$ cat src/sv/scst_pkg.sv
`timescale 1ns / 1ps
`default_nettype none
package scst_pkg;

  localparam int ANGLE_W = 32;
  localparam int VALUE_W = 18;
  localparam int WIDE_W = 33;
  localparam int WRAP_W = 28;
  localparam int MAG_W = 25;
  localparam int QUOT_W = 6;

  // angle constants, radians scaled by 2^24
  localparam logic [26:0] ANG_PI = 27'd52707179;
  localparam logic [26:0] ANG_HALF_PI = 27'd26353589;
  localparam logic [26:0] ANG_TWO_PI = 27'd105414358;

  // reciprocal of two pi for the turn count estimate
  localparam int WRAP_SHIFT = 40;
  localparam int WRAP_RECIP_W = 14;
  localparam logic [WRAP_RECIP_W-1:0] WRAP_RECIP =
    WRAP_RECIP_W'((64'd1 << WRAP_SHIFT) / 64'd105414358);

  localparam int IDX_SHIFT = 40;
  localparam logic [VALUE_W-1:0] ONE_Q16 = 18'd65536;

  localparam logic [63:0] PI_Q62 = 64'hC90F_DAA2_2168_C235;
  localparam logic [63:0] ONE_Q62 = 64'h4000_0000_0000_0000;

  localparam int QUEUE_DEPTH = 2;

  localparam logic [63:0] SIN_DIV [16] = '{
    64'd6, 64'd20, 64'd42, 64'd72, 64'd110, 64'd156, 64'd210, 64'd272,
    64'd342, 64'd420, 64'd506, 64'd600, 64'd702, 64'd812, 64'd930, 64'd1056
  };
  localparam logic [63:0] COS_DIV [16] = '{
    64'd2, 64'd12, 64'd30, 64'd56, 64'd90, 64'd132, 64'd182, 64'd240,
    64'd306, 64'd380, 64'd462, 64'd552, 64'd650, 64'd756, 64'd870, 64'd992
  };

  typedef enum logic [1:0] {
    CLS_INSIDE,
    CLS_ABOVE,
    CLS_BELOW
  } range_cls_t;

  typedef struct packed {
    logic signed [WIDE_W-1:0] x;
    logic [ANGLE_W-1:0]       v;
    range_cls_t               cls;
  } scst_item_t;

  // unsigned q2.62 product, truncated
  function automatic logic [63:0] mulq(input logic [63:0] a, input logic [63:0] b);
    logic [127:0] p;
    p = 128'(a) * 128'(b);
    return p[125:62];
  endfunction

  function automatic logic [63:0] quantize(input logic [63:0] v, input int cw);
    logic [63:0] r;
    logic [63:0] lim;
    r = (v + (64'd1 << (61 - cw))) >> (62 - cw);
    lim = (64'd1 << cw) - 64'd1;
    return (r > lim) ? lim : r;
  endfunction

  // least-squares line of sin over one segment: {slope, offset}
  function automatic logic [63:0] rom_entry(input logic [63:0] idx, input logic [63:0] d,
                                            input int cw);
    logic [63:0] c, d2, d4, sd, qd, c2, ss, cc, t, u, k, m, mc, slope, offset;
    c = d * (64'd2 * idx + 64'd1);
    d2 = mulq(d, d);
    d4 = mulq(d2, d2);
    sd = ONE_Q62 - d2 / 64'd6 + d4 / 64'd120;
    qd = ONE_Q62 - d2 / 64'd10 + d4 / 64'd280;
    c2 = mulq(c, c);
    ss = c;
    cc = ONE_Q62;
    t = c;
    u = ONE_Q62;
    for (int i = 0; i < 16; i++) begin
      t = mulq(t, c2) / SIN_DIV[i];
      u = mulq(u, c2) / COS_DIV[i];
      if (i[0] == 1'b0) begin
        ss = ss - t;
        cc = cc - u;
      end else begin
        ss = ss + t;
        cc = cc + u;
      end
    end
    k = mulq(ss, sd);
    m = mulq(cc, qd);
    mc = mulq(m, c);
    slope = quantize(m, cw);
    offset = quantize((k > mc) ? (k - mc) : 64'd0, cw);
    return {slope[31:0], offset[31:0]};
  endfunction

endpackage
`default_nettype wire

$ cat src/sv/scst_front.sv
`timescale 1ns / 1ps
`default_nettype none
module scst_front
  import scst_pkg::*;
(
  input  wire logic               clk,
  input  wire logic               rst,
  input  wire logic               start,
  input  wire logic               mode,
  input  wire logic signed [31:0] angle,
  input  wire logic               q_full,
  output logic                    busy,
  output logic                    push,
  output scst_item_t              item
);

  localparam logic signed [WIDE_W-1:0] PI_S = $signed(WIDE_W'(ANG_PI));
  localparam logic signed [WIDE_W-1:0] HALF_PI_S = $signed(WIDE_W'(ANG_HALF_PI));

  logic                     held;
  logic                     held_next;
  logic                     accept;
  logic signed [WIDE_W-1:0] ang_ext;
  logic signed [WIDE_W-1:0] x_in;
  scst_item_t               item_in;

  assign busy = held && q_full;
  assign accept = start && !busy;
  assign push = held && !q_full;
  assign held_next = accept || (held && q_full);

  always_comb begin
    ang_ext = $signed({angle[ANGLE_W-1], angle});
    // cosine is the sine of the complement
    x_in = mode ? (HALF_PI_S - ang_ext) : ang_ext;
    item_in.x = x_in;
    if (x_in > PI_S) begin
      item_in.cls = CLS_ABOVE;
      item_in.v = ANGLE_W'(x_in + PI_S);
    end else if (x_in < -PI_S) begin
      item_in.cls = CLS_BELOW;
      item_in.v = ANGLE_W'(PI_S - x_in);
    end else begin
      item_in.cls = CLS_INSIDE;
      item_in.v = '0;
    end
  end

  always_ff @(posedge clk) begin
    if (rst) begin
      held <= 1'b0;
    end else begin
      held <= held_next;
    end
  end

  always_ff @(posedge clk) begin
    if (accept) begin
      item <= item_in;
    end
  end

endmodule
`default_nettype wire

$ cat src/sv/scst_queue.sv
`timescale 1ns / 1ps
`default_nettype none
module scst_queue
  import scst_pkg::*;
(
  input  wire logic        clk,
  input  wire logic        rst,
  input  wire logic        push,
  input  wire scst_item_t  din,
  input  wire logic        pop,
  output scst_item_t       dout,
  output logic             empty,
  output logic             full
);

  localparam int PTR_W = $clog2(QUEUE_DEPTH);
  localparam int CNT_W = $clog2(QUEUE_DEPTH + 1);

  scst_item_t       slots [QUEUE_DEPTH];
  logic [PTR_W-1:0] wr_ptr;
  logic [PTR_W-1:0] rd_ptr;
  logic [CNT_W-1:0] count;

  assign empty = (count == '0);
  assign full = (count == CNT_W'(QUEUE_DEPTH));
  assign dout = slots[rd_ptr];

  always_ff @(posedge clk) begin
    if (rst) begin
      wr_ptr <= '0;
      rd_ptr <= '0;
      count <= '0;
    end else begin
      if (push) begin
        wr_ptr <= (wr_ptr == PTR_W'(QUEUE_DEPTH - 1)) ? '0 : wr_ptr + 1'b1;
      end
      if (pop) begin
        rd_ptr <= (rd_ptr == PTR_W'(QUEUE_DEPTH - 1)) ? '0 : rd_ptr + 1'b1;
      end
      if (push && !pop) begin
        count <= count + 1'b1;
      end else if (pop && !push) begin
        count <= count - 1'b1;
      end
    end
  end

  always_ff @(posedge clk) begin
    if (push) begin
      slots[wr_ptr] <= din;
    end
  end

`ifndef ASSERT_OFF
  a_no_push_full: assert property (@(posedge clk) disable iff (rst) push |-> !full)
    else $error("queue written while full");
  a_no_pop_empty: assert property (@(posedge clk) disable iff (rst) pop |-> !empty)
    else $error("queue read while empty");
  a_count_bound: assert property (@(posedge clk) disable iff (rst)
    count <= CNT_W'(QUEUE_DEPTH))
    else $error("queue count out of range");
`endif

endmodule
`default_nettype wire

$ cat src/sv/scst_back.sv
`timescale 1ns / 1ps
`default_nettype none
module scst_back
  import scst_pkg::*;
#(
  parameter int TABLE_SEGMENTS = 128,
  parameter int COEFF_WIDTH = 18
) (
  input  wire logic              clk,
  input  wire logic              rst,
  input  wire logic              in_valid,
  input  wire scst_item_t        in_item,
  output logic                   strobe,
  output logic signed [17:0]     value
);

  localparam int IW = $clog2(TABLE_SEGMENTS);
  localparam int STAGES = 10;
  localparam logic [63:0] SEG_HALF_W = PI_Q62 / 64'(4 * TABLE_SEGMENTS);
  localparam logic [63:0] IDX_RECIP = (64'(TABLE_SEGMENTS) << IDX_SHIFT) / 64'(ANG_HALF_PI);
  localparam int IDX_PROD_W = IDX_SHIFT + IW + 1;
  localparam int SEGP_W = MAG_W + IW + 1;
  localparam int SUM_W = COEFF_WIDTH + 26;
  localparam int RSH = COEFF_WIDTH + 8;
  localparam int VAL_W = SUM_W - RSH;

  logic [STAGES:1] vld;

  // stage 1: turn count estimate
  logic [ANGLE_W-1:0]          v1;
  logic signed [WIDE_W-1:0]    x1;
  range_cls_t                  cls1;
  logic [QUOT_W-1:0]           q1;
  logic [ANGLE_W+WRAP_RECIP_W-1:0] wrap_prod;
  // stage 2: remainder before correction
  logic [WRAP_W-1:0]           r2;
  logic signed [WIDE_W-1:0]    x2;
  range_cls_t                  cls2;
  logic [WIDE_W-1:0]           r_full;
  // stage 3: wrapped angle
  logic [WRAP_W-1:0]           r_mod;
  logic signed [WRAP_W-1:0]    xw_next;
  logic signed [WRAP_W-1:0]    xw3;
  // stage 4: sign and folded magnitude
  logic [WRAP_W-1:0]           mag;
  logic [MAG_W-1:0]            fold_next;
  logic                        neg4;
  logic [MAG_W-1:0]            m4;
  logic                        quarter4;
  // stage 5: segment estimate
  logic [IDX_PROD_W-1:0]       idx_prod;
  logic [IW:0]                 est5;
  logic [SEGP_W-1:0]           segp5;
  logic                        neg5;
  logic [MAG_W-1:0]            m5;
  logic                        quarter5;
  // stage 6: estimate remainder
  logic [SEGP_W-1:0]           rem6;
  logic [IW:0]                 est6;
  logic                        neg6;
  logic [MAG_W-1:0]            m6;
  logic                        quarter6;
  // stage 7: final segment
  logic [IW:0]                 idx_fix;
  logic [IW-1:0]               idx7;
  logic                        neg7;
  logic [MAG_W-1:0]            m7;
  logic                        quarter7;
  // stage 8: coefficients
  logic [COEFF_WIDTH-1:0]      slope8;
  logic [COEFF_WIDTH-1:0]      offset8;
  logic                        neg8;
  logic [MAG_W-1:0]            m8;
  logic                        quarter8;
  // stage 9: linear term
  logic [SUM_W-1:0]            sum9;
  logic                        neg9;
  logic                        quarter9;
  // stage 10: output
  logic [SUM_W-1:0]            rounded;
  logic [VAL_W-1:0]            val_raw;
  logic [VALUE_W-1:0]          val_mag;
  logic signed [VALUE_W-1:0]   value_next;

  logic [COEFF_WIDTH-1:0] slope_rom  [TABLE_SEGMENTS];
  logic [COEFF_WIDTH-1:0] offset_rom [TABLE_SEGMENTS];

  for (genvar g = 0; g < TABLE_SEGMENTS; g++) begin : g_rom
    localparam logic [63:0] ENTRY = rom_entry(64'(g), SEG_HALF_W, COEFF_WIDTH);
    assign slope_rom[g] = ENTRY[32 +: COEFF_WIDTH];
    assign offset_rom[g] = ENTRY[0 +: COEFF_WIDTH];
  end

  always_ff @(posedge clk) begin
    if (rst) begin
      vld <= '0;
    end else begin
      vld <= {vld[STAGES-1:1], in_valid};
    end
  end

  assign strobe = vld[STAGES];

  always_comb begin
    wrap_prod = (ANGLE_W + WRAP_RECIP_W)'(in_item.v) * (ANGLE_W + WRAP_RECIP_W)'(WRAP_RECIP);
    r_full = WIDE_W'(v1) - WIDE_W'(q1) * WIDE_W'(ANG_TWO_PI);

    // estimate is low by at most one turn
    r_mod = (r2 >= WRAP_W'(ANG_TWO_PI)) ? (r2 - WRAP_W'(ANG_TWO_PI)) : r2;
    unique case (cls2)
      CLS_ABOVE: xw_next = $signed(r_mod) - $signed(WRAP_W'(ANG_PI));
      CLS_BELOW: xw_next = $signed(WRAP_W'(ANG_PI)) - $signed(r_mod);
      CLS_INSIDE: xw_next = x2[WRAP_W-1:0];
      default: xw_next = '0;
    endcase

    mag = xw3[WRAP_W-1] ? WRAP_W'(-xw3) : WRAP_W'(xw3);
    fold_next = (mag > WRAP_W'(ANG_HALF_PI)) ? MAG_W'(WRAP_W'(ANG_PI) - mag) : MAG_W'(mag);

    idx_prod = IDX_PROD_W'(m4) * IDX_PROD_W'(IDX_RECIP);

    idx_fix = (rem6 >= SEGP_W'(ANG_HALF_PI)) ? (est6 + 1'b1) : est6;

    rounded = sum9 + (SUM_W'(1) << (RSH - 1));
    val_raw = rounded[SUM_W-1:RSH];
    if (quarter9 || (val_raw > VAL_W'(ONE_Q16))) begin
      val_mag = ONE_Q16;
    end else begin
      val_mag = VALUE_W'(val_raw);
    end
    value_next = neg9 ? $signed(-val_mag) : $signed(val_mag);
  end

  always_ff @(posedge clk) begin
    v1 <= in_item.v;
    x1 <= in_item.x;
    cls1 <= in_item.cls;
    q1 <= wrap_prod[WRAP_SHIFT +: QUOT_W];

    r2 <= r_full[WRAP_W-1:0];
    x2 <= x1;
    cls2 <= cls1;

    xw3 <= xw_next;

    neg4 <= xw3[WRAP_W-1];
    m4 <= fold_next;
    quarter4 <= (fold_next == MAG_W'(ANG_HALF_PI));

    est5 <= idx_prod[IDX_SHIFT +: IW + 1];
    segp5 <= SEGP_W'(m4) * SEGP_W'(TABLE_SEGMENTS);
    neg5 <= neg4;
    m5 <= m4;
    quarter5 <= quarter4;

    rem6 <= segp5 - SEGP_W'(est5) * SEGP_W'(ANG_HALF_PI);
    est6 <= est5;
    neg6 <= neg5;
    m6 <= m5;
    quarter6 <= quarter5;

    idx7 <= (idx_fix > (IW + 1)'(TABLE_SEGMENTS - 1)) ? IW'(TABLE_SEGMENTS - 1)
                                                      : idx_fix[IW-1:0];
    neg7 <= neg6;
    m7 <= m6;
    quarter7 <= quarter6;

    slope8 <= slope_rom[idx7];
    offset8 <= offset_rom[idx7];
    neg8 <= neg7;
    m8 <= m7;
    quarter8 <= quarter7;

    sum9 <= SUM_W'(slope8) * SUM_W'(m8) + (SUM_W'(offset8) << 24);
    neg9 <= neg8;
    quarter9 <= quarter8;

    value <= value_next;
  end

`ifndef ASSERT_OFF
  a_latency: assert property (@(posedge clk) disable iff (rst)
    vld[1] |-> ##(STAGES - 1) strobe)
    else $error("result did not leave the pipeline on time");
  a_range: assert property (@(posedge clk) disable iff (rst)
    strobe |-> (value <= 18'sd65536 && value >= -18'sd65536))
    else $error("result outside plus or minus one");
  a_segment: assert property (@(posedge clk) disable iff (rst)
    vld[7] |-> (32'(idx7) < 32'(TABLE_SEGMENTS)))
    else $error("segment index past end of table");
`endif

endmodule
`default_nettype wire

$ cat src/sv/sine_cosine_segment_table.sv
`timescale 1ns / 1ps
`default_nettype none
// an accepted angle goes through the front register, the queue and the back pipeline to strobe
// throughput: one angle per clock; the back pipeline drains one transaction every cycle,
//   so busy stays low in steady operation
// the receiver cannot stall: each result shows for exactly one cycle with strobe
// reset (synchronous, rst high) clears the front hold flag, queue pointers and pipeline valids
module sine_cosine_segment_table
  import scst_pkg::*;
#(
  parameter int TABLE_SEGMENTS = 128,
  parameter int COEFF_WIDTH = 18
) (
  input  wire logic               clk,
  input  wire logic               rst,
  input  wire logic               start,
  output logic                    busy,
  input  wire logic               mode,
  input  wire logic signed [31:0] angle,
  output logic                    strobe,
  output logic signed [17:0]      value
);

  logic       push;
  logic       q_full;
  logic       q_empty;
  scst_item_t front_item;
  scst_item_t back_item;

  scst_front u_front (
    .clk    (clk),
    .rst    (rst),
    .start  (start),
    .mode   (mode),
    .angle  (angle),
    .q_full (q_full),
    .busy   (busy),
    .push   (push),
    .item   (front_item)
  );

  scst_queue u_queue (
    .clk   (clk),
    .rst   (rst),
    .push  (push),
    .din   (front_item),
    .pop   (!q_empty),
    .dout  (back_item),
    .empty (q_empty),
    .full  (q_full)
  );

  scst_back #(
    .TABLE_SEGMENTS (TABLE_SEGMENTS),
    .COEFF_WIDTH    (COEFF_WIDTH)
  ) u_back (
    .clk      (clk),
    .rst      (rst),
    .in_valid (!q_empty),
    .in_item  (back_item),
    .strobe   (strobe),
    .value    (value)
  );

endmodule
`default_nettype wire

$ cat config.mk
export PLATFORM = sky130hd
export DESIGN_NAME = sine_cosine_segment_table
export DESIGN_NICKNAME = d
export VERILOG_FILES = /design/src/sv/scst_pkg.sv /design/src/sv/scst_front.sv /design/src/sv/scst_queue.sv /design/src/sv/scst_back.sv /design/src/sv/sine_cosine_segment_table.sv
export SDC_FILE = /design/constraint.sdc
export NUM_CORES = 2
export LEC_CHECK = 0
export BUFFER_PORTS_ARGS = -buffer_cell sky130_fd_sc_hd__buf_4
export CAP_MARGIN = 30
export CORE_AREA = 2 2 334 336
export CTS_CLUSTER_DIAMETER = 200
export DETAILED_ROUTE_END_ITERATION = 8
export DIE_AREA = 0 0 336 338
export MAX_ROUTING_LAYER = met4
export PLACE_DENSITY = 0.73
export SKIP_LAST_GASP = 1
export SYNTH_ARGS = -nofsm -noshare
export SYNTH_HDL_FRONTEND = slang
export SYNTH_SLANG_ARGS = --single-unit
$ cat constraint.sdc
create_clock -name clk -period 8.3 [get_ports clk]
set_input_delay 1.66 -clock clk [delete_from_list [all_inputs] [get_ports clk]]
set_output_delay 1.66 -clock clk [all_outputs]
set_load 0.02 [all_outputs]
==> out/results.txt <==
The post-synthesis to final-layout area growth was 6.472%. The critical path is of the reg2reg type. In this run, post-CTS repair resized a total of 0 instances. Summed over all layers, the global routing overflow is 0.

Number of pins with negative max-slew slack in the final report: 0. The tools report the starting utilization of the core area as 0.5972. Clock-pin slew was measured on the worst setup and hold paths at 0.08 ns.

In this run the mean area of a mapped cell was 9.465 µm². Leading area contributor after synthesis: fa_1. Horizontal die dimension: 336 µm. Setup violations remaining at the end of the flow were counted as 0.

The final HPWL from detailed placement was 146.0 mm. The most frequently used cell type in the post-synthesis netlist is inv_1. For the sequential-to-total area share from yosys stat, the log shows 0.2162. The number of antenna violations at the first check in global routing was 4.

The synthesized design contains 617 register bits. The tools report the reported max-cap violation count as 0. The flow ran to the end, and the final reports show no timing, DRC or antenna violations. The final layout net count is 8,495, and the part of the cycle the worst path needs is 0.9386. The H-tree generated during clock tree synthesis spans 3 levels. The buffer depth of the longest clock path came out at 3. The portion of synthesized cell area occupied by the leading cell type was 0.2564.

Path category of the worst min-delay check: reg2reg. For the core area, the log shows 0.1101 mm². Highest attainable clock frequency: 128.4 MHz. Yosys attributes the largest share of cell area to fa_1 (26%), ha_1 (14%), dfxtp_1 (13%).

Along the worst path, the maximum fanout reaches 25. The logs give 0 for the post-CTS setup buffer count and 0 for the count of endpoints failing hold in the final timing report. The remaining routing DRC violations was 0; the wire length per cell was 21.83 µm. The final routed wirelength across all metal layers is 183.9 mm, and the setup TNS is 0 ns. The number of flops mapped to enable cells by yosys works out to 186. The number of input and output port buffers inserted is 55.

The worst clock skew is 0.03819 ns. The tools report the headroom to the max-slew limit as 0.2312. The tightest hold path in the finished design has a slack of 0.3003 ns. Yosys printed 0 warnings.

STA classifies the critical path endpoint as a flip-flop. Counting every net in the synthesized netlist gives 8,557. The clock period could shrink to 7.790 ns. STA puts the critical path data arrival time at 8.36 ns. The multi-input combinational cell area is 0.04562 mm². The synthesized instance count was 6,945; the ratio of cells with drive above 1 in the final layout was 0.05943. The die footprint came out at 0.1136 mm². For the worst-skew pair, the clock arrives at the later sink with an insertion delay of 0.64 ns. The detailed router placed 50,232 vias in this run.

Via count of the first global-routing pass: 51,305. The total routing usage reported by global routing was 0.3408; the proportion of synthesized flip-flops having asynchronous set or reset was 0. The pre-antenna-repair detailed-routing pass consisted of 8 iterations. For the pin with the worst max-slew slack, the measured transition is 1.144 ns.

The filler cells instantiated in the layout total 9,052. Counting the buffers created by CTS gives 67. The run gives 0.51 ns as the slack of the worst reg-to-reg path. The sink count of the clock tree was 617. Measured along the y axis, the die boundary spans 338 µm. The tools report the clock root buffer as clkbuf_16. The area of the mapped netlist was 0.06573 mm²; the number of placed I/O pins was 56. Routability-driven placement finished with a final weighted congestion of 1.046.

Entering global routing, the biggest net connects 68 pins. Registers take 0.01423 mm². The tools report the number of buffers added to fix hold violations after cts as 0. TritonCTS built the clock tree.

Setup repair after global routing left no endpoint under its margin. Number of nets still failing antenna checks after routing: 0. The number of different library cells used by synthesis comes to 99. After synthesis, the most frequently instantiated cells are inv_1 (1,271), fa_1 (842), ha_1 (734). For the endpoint required time on the critical path, the log shows 8.87 ns. The tools report the starting DRC count in detailed routing as 4,619. The worst setup path is launched from a flip-flop. For the wire length of the first global-routing pass, the log shows 291.4 mm. Leading register cell type out of synthesis: dfxtp_1.

The per-cell via count in the routed design came out at 5.962. The floorplan has 122 rows.
==> registers in the layout (all words and copies together) (netlist names), 19 cells and up, named ones only <==
name           count
u_back.v1         28
u_back.m6         25
u_back.xw3        28
u_back.m8         25
u_back.x1         28
u_back.sum9       19
u_front.item      62
u_back.r2         28
u_back.m4         25
u_queue.slots    124
u_back.x2         28
u_back.rem6       33
u_back.m7         25
u_back.segp5      25
==> cells in the final DEF, fill, tap and decap left out, drive strengths merged, types with 186 or more instances in the layout <==
| cell | n |
|---|---|
| ha | 734 |
| and2 | 217 |
| inv | 1280 |
| nand2 | 552 |
| nor2 | 286 |
| dfxtp | 431 |
| fa | 842 |
| edfxtp | 186 |
| o21ai | 253 |
| a21oi | 272 |
==> per-layer routing <==
metal | vias to the layer above | wire [µm] | global-route usage
li1 | 22890 | - | -
met1 | 24923 | 77860 | 0.4451
met2 | 1987 | 85170 | 0.5389
met3 | 432 | 12990 | 0.05440
met4 | 0 | 7900 | 0.1244
met5 | - | 0 | -
==> critical path, cell delays in order, from the launching register on <==
cell and delay [ns]:
dfxtp_1 0.95, nand2_1 0.17, fa_1 0.54, fa_1 0.50
inv_1 0.05, fa_1 0.45, ha_1 0.30, inv_1 0.05
fa_1 0.55, inv_1 0.07, fa_1 0.48, ha_1 0.22
or4_1 0.46, a221oi_1 0.49, a211oi_1 0.16, a211oi_1 0.55
o31ai_1 0.31, a21oi_1 0.32, a31o_2 0.27, o221ai_1 0.20
a211o_1 0.34, a21oi_1 0.19, xnor2_1 0.13
==> layout make-up <==
type,instances,share of cell area
diodes,5,0.0001788
inverters,1278,0.06854
flip-flops and latches,617,0.2033
well taps,1488,0.02660
multi-input cells,4764,0.6518
repair buffers,155,0.01670
clock inverters,31,0.006132
clock buffers,88,0.02669
==> path summary, 6_finish.rpt <==
check                                 startpoint  cells past startpoint              end
worst max-delay path            u_back.slope8[4]                     22  u_back.sum9[43]
worst min-delay path                 u_back.neg6                      0      u_back.neg7
worst max register to register  u_back.slope8[4]                     22  u_back.sum9[43]
worst min register to register       u_back.neg6                      0      u_back.neg7
==> cell families after synthesis <==
| group | share of synthesized area |
|---|---|
| AO/OA/AOI/OAI | 0.1211 |
| XOR/XNOR | 0.03611 |
| adder cells (fa/ha/maj) | 0.3962 |
| buffers and inverters | 0.09026 |
| flip-flops | 0.2162 |
| multiplexers | 0.01700 |
| AND/OR/NAND/NOR | 0.1231 |
==> stage by stage <==
stage | setup WS (ns) | utilization | instance area [µm²] | cells
after floorplan | 1.823 | - | 65730 | 6945
after global placement | 0.5070 | 0.6147 | 67660 | 8300
after detailed placement | 0.4607 | 0.6148 | 67660 | 8301
after CTS | 0.4409 | 0.6356 | 69960 | 8420
after global routing | 0.1537 | 0.6358 | 69980 | 8422
final | 0.5098 | 0.6359 | 69990 | 8426
Power is left out: the tool's default activity adds up to more than one toggle a clock period on the data nets, which glitch-free logic cannot reach.
